--- config.mk ---
export PLATFORM = sky130hd
export DESIGN_NAME = qrs_sqrt_cell
export DESIGN_NICKNAME = d
export VERILOG_FILES = /design/src/qrs_pkg.sv /design/src/qrs_sqrt_cell.sv
export SDC_FILE = /design/constraint.sdc
export NUM_CORES = 2
export LEC_CHECK = 0
export BUFFER_PORTS_ARGS = -buffer_cell sky130_fd_sc_hd__buf_4
export CAP_MARGIN = 20
export CORE_MARGIN = 2
export CORE_UTILIZATION = 57
export DETAILED_ROUTE_END_ITERATION = 10
export GPL_TIMING_DRIVEN = 0
export PLACE_DENSITY = 0.81
export SKIP_CTS_REPAIR_TIMING = 1
export SYNTH_ARGS = -nofsm -noshare
export SYNTH_HDL_FRONTEND = slang
export SYNTH_SLANG_ARGS = --single-unit
--- constraint.sdc ---
create_clock -name aclk -period 13.9 [get_ports aclk]
set_input_delay 2.78 -clock aclk [delete_from_list [all_inputs] [get_ports aclk]]
set_output_delay 2.78 -clock aclk [all_outputs]
set_load 0.02 [all_outputs]
--- src/qrs_pkg.sv ---
// types and constants shared by the quadratic root solver
package qrs_pkg;

    localparam int W = 32;
    localparam int F = 16;
    localparam int DW = 2 * W + 2;
    localparam int SW = W + 1;
    localparam int NW = W + 1 + F;
    localparam int MW = W + 1;

    typedef enum logic [2:0] {
        KIND_NONE = 3'd0,
        KIND_ALL  = 3'd1,
        KIND_ONE  = 3'd2,
        KIND_TWO  = 3'd3,
        KIND_CPLX = 3'd4
    } kind_t;

    typedef struct packed {
        logic signed [W-1:0] coef_a;
        logic signed [W-1:0] coef_b;
        logic signed [W-1:0] coef_c;
    } coef_t;

    typedef struct packed {
        logic [2:0]          solution_kind;
        logic signed [W-1:0] first_real;
        logic signed [W-1:0] first_imag;
        logic signed [W-1:0] second_real;
        logic signed [W-1:0] second_imag;
        logic                overflow;
    } root_t;

    // item context carried down the chain
    typedef struct packed {
        kind_t               kind;
        logic signed [W:0]   nb;
        logic signed [W+1:0] a2;
        logic [DW-1:0]       dmag;
    } ctx_t;

    // one division lane: sign, numerator magnitude, quotient, remainder
    typedef struct packed {
        logic          neg;
        logic [NW-1:0] num;
        logic [NW-1:0] q;
        logic [MW:0]   rem;
    } lane_t;

endpackage

--- src/qrs_sqrt_cell.sv ---
// one cell of the square root chain: resolves one root bit per stage
module qrs_sqrt_cell import qrs_pkg::*; #(
    parameter int BIT = 0
) (
    input  logic           aclk,
    input  logic           aresetn,
    input  logic           en,
    input  logic           in_vld,
    input  ctx_t           in_ctx,
    input  logic [SW-1:0]  in_root,
    output logic           out_vld,
    output ctx_t           out_ctx,
    output logic [SW-1:0]  out_root
);
    logic          vld_reg;
    ctx_t          ctx_reg;
    logic [SW-1:0] root_reg;
    logic [SW-1:0] trial;
    logic [2*SW-1:0] sq;

    always_comb begin
        trial = in_root | (SW'(1) << BIT);
        sq    = trial * trial;
    end

    always_ff @(posedge aclk) begin
        if (!aresetn) begin
            vld_reg <= 1'b0;
        end else if (en) begin
            vld_reg <= in_vld;
        end
    end

    always_ff @(posedge aclk) begin
        if (en) begin
            ctx_reg  <= in_ctx;
            root_reg <= ((2*SW)'(in_ctx.dmag) >= sq) ? trial : in_root;
        end
    end

    assign out_vld  = vld_reg;
    assign out_ctx  = ctx_reg;
    assign out_root = root_reg;
endmodule

==> Word level (Yosys, flattened, before mapping) <==
Cells that the tools add are included.
{ "word_totals": {"in_bits": 173, "mem_count": 0, "latch_bits": 0, "out_inout_bits": 170, "ff_bits": 170, "mem_bits_ro": 0, "mem_bits_rw": 0, "word_cells": 9} }
{ "classes": {"add_sub_neg": 0, "n_reduce_logical": 0, "div": 0, "n_mul": 1, "shift": 0, "bitwise": 0, "n_mux": 0, "magnitude_cmp": 1, "n_eq_ne": 0} }
{ "ops": {"columns": ["operator", "n"], "rows": [
  ["$ge 66x66->1", 1],
  ["$mul 33x33->66", 1]
]} }

==> Depth between registers and ports, before layout <==
{ "logic_depth": {"depth_word": 2, "ltp_mapped": 37} }

==> Worst setup path after synthesis <==
Ideal clock, no wire load.
{ "synth_timing": {"kind": "input to register", "start": "input port in_root[2]", "end": "register root_reg[0] (netlist: out_root[0]), data pin", "path_stages": 33, "setup_slack_ns": 2.885, "required_time_ns": 13.769, "arrival_ns": 10.883, "setup_time_ns": 0.131, "path_cell_list": "clkbuf_1 buf_1 nand2_1 fa_1 fa_1 inv_1 fa_1 inv_1 fa_1 inv_1 fa_1 inv_1 fa_1 inv_1 fa_1 fa_1 ha_1 buf_6 a21oi_1 o221ai_1 a221oi_1 o31a_1 o311ai_4 a31oi_4 o21a_1 o211ai_1 ha_1 nand4_1 or2_2 nor3_1 and2_1 nor4b_1 a221o_1"} }
{ "synth_via": {"elab_chain_cells": 2} }
{ "synth_lines": {"columns": ["item", "line_no", "text"], "rows": [
  ["start: declaration", "qrs_sqrt_cell.sv:10", "input logic [SW-1:0] in_root,"],
  ["$mul 33x33->66", "qrs_sqrt_cell.sv:23", "sq = trial * trial;"],
  ["$ge 66x66->1", "qrs_sqrt_cell.sv:37", "root_reg <= ((2*SW)'(in_ctx.dmag) >= sq) ? trial : in_root;"],
  ["end signal: assignment", "qrs_sqrt_cell.sv:37", null],
  ["end: declaration", "qrs_sqrt_cell.sv:17", "logic [SW-1:0] root_reg;"]
]} }
No other way between the ends.
A chain may end at the register's enable or synchronous reset.

==> Worst setup path after layout <==
{ "layout_timing": {"start": "input port in_root[22]", "end": "register root_reg[0] (netlist: out_root[0]), data pin"} }
Same word-level chain as after synthesis.

==> qor.csv <==
metric,value,unit
outcome,"finished, final reports clean",
wire per inst,24.1,µm
max-cap check violation count,0,
Boundary Pins,343,
post-synthesis sequential area ratio,13.8,%
"Warnings, synthesis",0,
"delay-heaviest family, CP",adder cells,
Die Area,67000,µm²
initial antenna violation count,2,
Layout area overhead,11.7,%
layout cells sized above 1,10.4,%
CP bufs+invs,9,
Post-synth EDFFs,169,
Netlist cell types,82,
CP dominant cell by count,fa_1,
worst-case clock buffer depth,2,
Die Y,259,µm
synth top area cells,"fa_1 (47%), edfxtp_1 (14%), ha_1 (11%), inv_1 (11%), nand2_1 (3.3%)",
Vias,27800,
Critical Path Start Type,input port,
slowest CP cell,clkbuf_1,
Core Region,64300,µm²
global-route wire length before repair,179000,µm
TritonCTS Sinks,170,
clock latency on the worst-skew pair,0.50,ns
dpl hpwl,96300,µm
H-tree Lvls,4,
Post-DRT Antenna Nets,0,
cell taking the most area after synthesis,fa_1,
slew margin rel.,12.9,%
clk root buf,clkbuf_16,
endpoints failing hold,0,
TritonCTS buffer count,17,
total congestion overflow,0,
Routed WL,119000,µm
Residual DRC,0,
Starting Density,57.5,%
placed cell count,4891,
CTS tree,done,
First-pass DRT Iterations,6,
Sum Neg Setup Slack,0,ns
met3 routed WL,13500,µm
die width,259,µm
vias in the first global route,30000,
CP arrival,13.82,ns
minimum clock period,13.56,ns
Post-synth top flop,edfxtp_1,
met2 WL,55500,µm
endpoints failing setup,0,
CP Max Fanout,10,
Max Used Layer,met5,
Syn Inst Count,3693,
worst-margin pin slew,1.31,ns
Yosys reg bits,170,
Starting DRT DRC Count,2592,
RSZ-0062 raised after global routing,no,
Mapped Nets,5063,
Avg Inst Size Synth,10.0,µm²
crit path kind,in2reg,
met1 wire length,39300,µm
Synth Cell Area,37000,µm²
largest net degree at the start of global routing,124,
GRT Total Usage,37.0,%
IO Port Bufs,342,
Clock Skews,0,ns
global placement routability congestion,1.04,
max-slew violations,0,
Non-Filler Instances,4926,
crit end category,flip-flop,
Fmax,73.7,MHz
CP peak stage delay,0.90,ns
Core Rows,93,
Worst Hold Class,reg2reg,
area share of the largest cell type after synthesis,46.5,%
fin nets,5427,
"Reg clk slew, reported paths",0.07,ns
Tcrit/Tclk final,97.6,%
Required @ worst endpoint,14.16,ns
vias per inst,5.64,
"FFs w/ async S/R, synth",0,%
==> final timing paths <==
| kind | start | to | slack [ns] | depth (start not counted) |
|---|---|---|---|---|
| worst max-delay path | in_root[22] | out_root[0]$_SDFFCE_PP1P_ | 0.34 | 33 |
| worst min register to register | out_vld$_SDFFE_PN0P_ | out_vld$_SDFFE_PN0P_ | 0.56 | 2 |
| worst min-delay path | out_vld$_SDFFE_PN0P_ | out_vld$_SDFFE_PN0P_ | 0.56 | 2 |
| worst max register to register | out_vld$_SDFFE_PN0P_ | out_vld$_SDFFE_PN0P_ | 13.27 | 2 |
==> through the flow <==
step / worst slack, ns / utilization (%) / hold slack (ns) / cell area (µm²)
3_3_place_gp: 0.162 / 63.2 / 0.504 / 40700
2_1_floorplan: 2.89 / - / 0.589 / 37000
3_5_place_dp: 0.184 / 63.3 / 0.542 / 40700
6_report: 0.340 / 64.3 / 0.564 / 41400
5_1_grt: 0.0426 / 64.3 / 0.602 / 41400
4_1_cts: 0.661 / 64.2 / 0.565 / 41300
==> layout make-up <==
| class | count | area (µm²) |
|---|---|---|
| Timing Repair Buffer | 346 | 2640 |
| Tap cell | 855 | 1070 |
| Multi-Input combinational cell | 2302 | 27300 |
| Sequential cell | 170 | 5090 |
| Fill cell | 5257 | 23000 |
| Clock buffer | 17 | 425 |
| Buffer | 113 | 474 |
| Antenna cell | 1 | 2.50 |
| Clock inverter | 15 | 213 |
| Inverter | 1107 | 4160 |
==> worst reg2reg max path, delay by kind of cell (launching register included) <==
kind / cells / cell delay [ns]
mux: 1 / 0.14
flops: 1 / 0.32
simple gates: 1 / 0.07
==> registers in the layout (all words and copies together), names as in the netlist <==
signal	count
out_ctx	136
out_vld	1
out_root	33
==> cells in the mapped netlist (4+ instances only) <==
cell type  count
nor2b_1       10
a21o_1        45
and2_1        69
xor2_1        24
inv_2          4
o211ai_1       7
or2_2          5
a211oi_1       5
a21oi_1       96
nand2b_1       9
o31ai_1        4
nand2_1      329
clkinv_1       4
inv_1       1099
mux2i_1        5
o21a_1         9
fa_1         861
ha_1         336
buf_6          5
o2111ai_1      4
and4_1         4
o21ai_1        9
nor2_1       218
edfxtp_1     169
o21ai_0       50
a31oi_1        7
buf_1         11
o21bai_1      13
a221o_1        4
nor3_1         7
buf_2          7
nand3_1       16
nand4_1       30
clkbuf_1      90
and3_1        13
xnor2_1       46
==> logic make-up after synthesis <==
group           count (synthesis)  synth area share, %
xor+xnor                       70                 1.66
flops                         170                 13.8
simple gates                  729                 8.64
buf+inv                      1221                 12.5
fa+ha+maj                    1197                 57.9
mux                             7                0.196
compound gates                299                 5.34
==> layout by cell type (no fill, tap or decap), types with 17 or more instances in the layout <==
master	n
xnor2_1	46
xor2_1	24
fa_1	861
inv_1	1099
and2_1	69
o21ai_0	50
nand4_1	30
clkbuf_16	17
ha_1	336
a21o_1	45
nor2_1	218
nand2_1	329
buf_4	342
clkbuf_1	89
a21oi_1	96
edfxtp_1	169
==> routing by layer <==
metal  track usage, %  up-vias
li1                 -    11700
met1             42.4    13900
met2             58.9     1630
met3             12.1      494
met4             26.1        4
met5                0        -
Power is left out: the tool's default activity adds up to more than one toggle a clock period on the data nets, which glitch-free logic cannot reach.
