File: src/qrs_pkg.sv
// types and constants shared by the quadratic root solver
package qrs_pkg;

    localparam int W = 32;
    localparam int F = 16;
    localparam int DW = 2 * W + 2;
    localparam int SW = W + 1;
    localparam int NW = W + 1 + F;
    localparam int MW = W + 1;

    typedef enum logic [2:0] {
        KIND_NONE = 3'd0,
        KIND_ALL  = 3'd1,
        KIND_ONE  = 3'd2,
        KIND_TWO  = 3'd3,
        KIND_CPLX = 3'd4
    } kind_t;

    typedef struct packed {
        logic signed [W-1:0] coef_a;
        logic signed [W-1:0] coef_b;
        logic signed [W-1:0] coef_c;
    } coef_t;

    typedef struct packed {
        logic [2:0]          solution_kind;
        logic signed [W-1:0] first_real;
        logic signed [W-1:0] first_imag;
        logic signed [W-1:0] second_real;
        logic signed [W-1:0] second_imag;
        logic                overflow;
    } root_t;

    // item context carried down the chain
    typedef struct packed {
        kind_t               kind;
        logic signed [W:0]   nb;
        logic signed [W+1:0] a2;
        logic [DW-1:0]       dmag;
    } ctx_t;

    // one division lane: sign, numerator magnitude, quotient, remainder
    typedef struct packed {
        logic          neg;
        logic [NW-1:0] num;
        logic [NW-1:0] q;
        logic [MW:0]   rem;
    } lane_t;

endpackage

File: src/qrs_div_cell.sv
// one cell of the division chain: one quotient bit for each of four lanes
module qrs_div_cell import qrs_pkg::*; #(
    parameter int BIT = 0
) (
    input  logic         aclk,
    input  logic         aresetn,
    input  logic         en,
    input  logic         in_vld,
    input  ctx_t         in_ctx,
    input  logic [MW-1:0] in_den,
    input  lane_t [3:0]  in_lane,
    output logic         out_vld,
    output ctx_t         out_ctx,
    output logic [MW-1:0] out_den,
    output lane_t [3:0]  out_lane
);
    logic          vld_reg;
    ctx_t          ctx_reg;
    logic [MW-1:0] den_reg;
    lane_t [3:0]   lane_reg;
    lane_t [3:0]   lane_next;
    logic [MW:0]   sh;

    always_comb begin
        sh = '0;
        for (int i = 0; i < 4; i++) begin
            lane_next[i] = in_lane[i];
            sh = {in_lane[i].rem[MW-1:0], in_lane[i].num[BIT]};
            if (sh >= {1'b0, in_den}) begin
                lane_next[i].rem    = sh - {1'b0, in_den};
                lane_next[i].q[BIT] = 1'b1;
            end else begin
                lane_next[i].rem = sh;
            end
        end
    end

    always_ff @(posedge aclk) begin
        if (!aresetn) begin
            vld_reg <= 1'b0;
        end else if (en) begin
            vld_reg <= in_vld;
        end
    end

    always_ff @(posedge aclk) begin
        if (en) begin
            ctx_reg  <= in_ctx;
            den_reg  <= in_den;
            lane_reg <= lane_next;
        end
    end

    assign out_vld  = vld_reg;
    assign out_ctx  = ctx_reg;
    assign out_den  = den_reg;
    assign out_lane = lane_reg;
endmodule

File: config.mk
export PLATFORM = sky130hd
export DESIGN_NAME = qrs_div_cell
export DESIGN_NICKNAME = d
export VERILOG_FILES = /design/src/qrs_pkg.sv /design/src/qrs_div_cell.sv
export SDC_FILE = /design/constraint.sdc
export NUM_CORES = 1
export LEC_CHECK = 0
export ABC_AREA = 0
export ABC_CLOCK_PERIOD_IN_PS = 9150
export BUFFER_PORTS_ARGS = -buffer_cell sky130_fd_sc_hd__clkbuf_2
export CAP_MARGIN = 30
export CORE_AREA = 5 5 545 547
export CTS_BUF_LIST = sky130_fd_sc_hd__clkbuf_8
export CTS_CLUSTER_SIZE = 40
export DETAILED_ROUTE_END_ITERATION = 8
export DIE_AREA = 0 0 550 552
export PLACE_DENSITY = 0.35
export SYNTH_ARGS = -nofsm -noshare
export SYNTH_HDL_FRONTEND = slang
export SYNTH_SLANG_ARGS = --single-unit
export TNS_END_PERCENT = 10
File: constraint.sdc
create_clock -name aclk -period 9.15 [get_ports aclk]
set_clock_uncertainty 0.1 [all_clocks]
set_input_delay 1.83 -clock aclk [delete_from_list [all_inputs] [get_ports aclk]]
set_output_delay 1.83 -clock aclk [all_outputs]
set_load 0.005 [all_outputs]
# Word-level counts from Yosys, hierarchy flattened
# Index checks and enable logic that the tools add are counted.
# totals
latchBits	0
regBits	702
wordCells	38
n_memories	0
input_bits	705
out_inout_bits	702
mem_bits_ro	0
ramBits	0
# classes
n_eq_ne	0
reduce_logical	0
mux	4
mul	0
addsub	4
n_shift	0
order_cmp	4
bitwise_logic	0
div	0
# ops
cell	count
greater-or-equal comparator 34 x 33 -> 1 bit	4
2-to-1 mux 34 bit	4
subtractor 34 x 33 -> 34 bit	4

# Longest topological paths before layout
# depth
depth_word	2
depth_mapped	15
depth_no_buf	13

# Worst setup path before layout
# Ideal clock, no wire load.
# synth_timing
kind	input to register
start	input port in_den[1]
end	register lane_reg (netlist bit out_lane[13]) (data pin)
setup_slack_ns	4.315
setup_time_ns	0.260
required_ns	8.790
path_stages	11
path_buffers	1
arrival_ns	4.475
path_cell_list	inv_1 fa_1 a21o_1 a221o_1 a31o_1 nor4b_4 o31ai_4 a22oi_4 o31ai_4 buf_6 mux2_4
# synth_lines
item	line	rtl
from (decl)	qrs_div_cell.sv:10	input logic [MW-1:0] in_den,
to (signal assigned)	qrs_div_cell.sv:50	lane_reg <= lane_next;
to (decl)	qrs_div_cell.sv:20	lane_t [3:0] lane_reg;

==> results.toml <==
[setup_path]
worst-setup-path-type = "input pin to flop"
path_cells = "clkbuf_2 > ha_1 > inv_1 > fa_1 > a21oi_1 > o221ai_1 > a221oi_2 > o211ai_2 > a31oi_1 > a31oi_1 > a21boi_4 > buf_4 > mux2_1"
slowest_stage = "a21boi_4"
reg2reg_from = "out_vld$_SDFFE_PN0P_"
cp_max_fo = 43
end_kind = "flop"
cp.required_ps = 9620
path_buf_inv = 3
r2r_end = "out_vld$_SDFFE_PN0P_"
ff2ff_path_depth = 2
critPathMostFrequentCell = "a31oi_1"
arrival_ps = 6110
cp_top_family = "compound AO/OA/AOI/OAI gates"
cpPeakStageDelay_ps = 520
rrSetupSlack_ps = 8440
start_kind = "input pin"

[cts]
post-cts-setup-buffers = 0
ctsResizeCount = 0
cts.sinks = 702
cts_tree = "yes"
cts_made_buffers = 160
clk_latency_ps = 890
root_buffer = "clkbuf_8"
clk_path_buf_depth = 4
clk_pin_slew_worst_paths_ps = 50
cts_hold_repair.buffers = 0
h-tree-depth = 4

[detailed_routing]
dr.pass1.iters = 7
drt-initial-drc-count = 1581
routed_wl_um = 226000
vias_per_cell = 3.26
wl_per_cell_um = 29.8
ant_nets = 0
vias = 24800
drc_errors = 0

[layout]
utilization_pct = 15.3
area_delta_synth_final_pct = 50.2
layout-drive-gt1-share_pct = 45.3
layout.nets = 4373

[timing]
fin_crit_sh_pct = 61.7
fin_crit_ps = 5640
slew_viol_final = 0
tns_ps = 0
rsz0062_at_grt = "false"
slew_headroom_pct = 28.5
hold_violations = 0
final-setup-viol-count = 0
max_slew.worst_pin.slew_ps = 1070
fmax_mhz = 177

[hold_path]
hold-path-cell-count = 2
hold_start = "out_vld$_SDFFE_PN0P_"
hold_end = "out_vld$_SDFFE_PN0P_"
hp-class = "flop to flop"

[floorplanning]
ioPinCount = 1407
coreArea_um2 = 292000
die_x_um = 550
dieArea_um2 = 304000
rows = 199
die_height_um = 552
start_util_pct = 10.2

[job]
timing.max_cap.violations = 0

[synth]
syn_area_um2 = 29700
seq_area_frac_synth_pct = 70.9
ys_types = 79
synth_edf_count = 701
ys_warn_count = 0
syn_inst = 1999
syn_nets = 2840
avgSynthCellArea_um2 = 14.9
synth_flop_cell = "edfxtp_1"
ys_seq_elements = 702
async_flop_share_pct = 0

[pwr]
p_leak_nw = 18.4
p_per_area_nw_per_um2 = 206
irDropWorstVdd_v = 0.0000904

[global_routing]
antenna_found_initial = 133
grt_pass1_vias = 25200
grt_overflow = 0
grt.total_usage_pct = 14.1
grt_pass1_wl_um = 278000
grt_max_degree = 139

[status]
outcome = "finished, final reports clean"

[placed_design]
io_buffers = 1402
gp_congestion = 0.893
hpwl_um = 193000
## power by group
| group | internal, mW | switching [mW] |
|---|---|---|
| clock network | 1.84 | 1.70 |
| logic | 0.583 | 1.02 |
| registers | 3.91 | 0.143 |
| total | 6.33 | 2.87 |
## cell families (layout without fill, tap and decap cells)
| group | count (synthesis) | after routing | synth area share (%) |
|---|---|---|---|
| other | 0 | 34 | 0 |
| buffers and inverters | 126 | 1773 | 1.77 |
| AOI/OAI and AO/OA | 503 | 503 | 10.8 |
| xor gates and xnor gates | 119 | 119 | 3.51 |
| DFF | 702 | 702 | 70.9 |
| muxes | 27 | 27 | 1.08 |
| and+or+nand+nor | 386 | 386 | 6.21 |
| adders and majority gates | 136 | 136 | 5.82 |
## sequential cells by signal, indices dropped and copies added (netlist names)
register / count
out_lane: 532
out_den: 33
out_vld: 1
out_ctx: 136
## cells in the mapped netlist, drive strengths merged, types with 6 or more instances
cell	count	area share [%]
and2	6	0.13
nand2	127	1.6
edfxtp	701	71
a21o	66	1.7
nand2b	18	0.38
a31oi	25	0.53
and3	14	0.29
nand3	29	0.49
inv	72	0.91
o21ai	129	2.2
xor2	45	1.3
a211oi	20	0.52
o21a	16	0.40
nand4	22	0.46
nor2b	19	0.40
xnor2	74	2.2
o21bai	17	0.43
clkbuf	32	0.40
o31ai	9	0.32
buf	22	0.46
a21oi	153	2.6
a221oi	6	0.24
nor2	100	1.3
o211ai	11	0.29
nor3	12	0.20
mux2	25	1.0
a21boi	8	0.24
ha	132	5.6
or3	12	0.25
## placed cells by master, fill, tap and decap left out, types with 22 or more instances in the layout
master	n
clkbuf_2	1401
clkbuf_8	162
xor2_1	45
inv_1	120
nand2_1	127
a31oi_1	25
a21oi_1	153
clkinv_1	34
diode_2	34
nor2_1	100
xnor2_1	74
o21ai_1	40
nand3_1	29
ha_1	132
a21o_1	66
edfxtp_1	701
nand4_1	22
o21ai_0	89
## final cells by class
class                      count  area, um^2
timing repair buffer        1425        7270
sequential                   702       21100
clock inverter               114         688
antenna                       34        85.1
inverter                      72         270
multi-input combinational   1171        8160
clock buffer                 162        2230
tap                         3919        4900
fill                       32800      247000
## tightest hold or removal path, stage by stage, from the launching register on
cell	delay (ps)
dfxtp_1	310
mux2i_1	130
nor2b_1	60
## how the worst max path moves through the flow
stage                     depth (start not counted)  startpoint                      end
after global routing                             12   in_den[1]  out_lane[267]$_DFFE_PP_
final                                            13   in_den[0]  out_lane[267]$_DFFE_PP_
after detailed placement                         12   in_den[1]  out_lane[267]$_DFFE_PP_
after floorplan                                  11   in_den[1]   out_lane[13]$_DFFE_PP_
after global placement                           12   in_den[1]  out_lane[267]$_DFFE_PP_
after CTS                                        12   in_den[1]  out_lane[267]$_DFFE_PP_
## stage by stage
stage	worst slack, ps	hold slack (ps)	instances	cell area (um^2)	total power, mW
after floorplan	4320	407	1999	29700	4.63
after global placement	2500	421	7288	41600	5.80
after detailed placement	2510	446	7288	41600	5.78
after CTS	3510	474	7564	44600	9.51
after global routing	3310	521	7574	44600	9.71
final	3510	450	7599	44700	9.20
## layer usage
layer	routed length (um)	vias to the layer above	track usage (%)
met3	20500	362	5.31
met4	7700	76	4.39
met2	119000	1200	26.4
li1	-	10800	-
met5	522	-	0
met1	78500	12300	14.4
(Power assumes the default switching activity.)
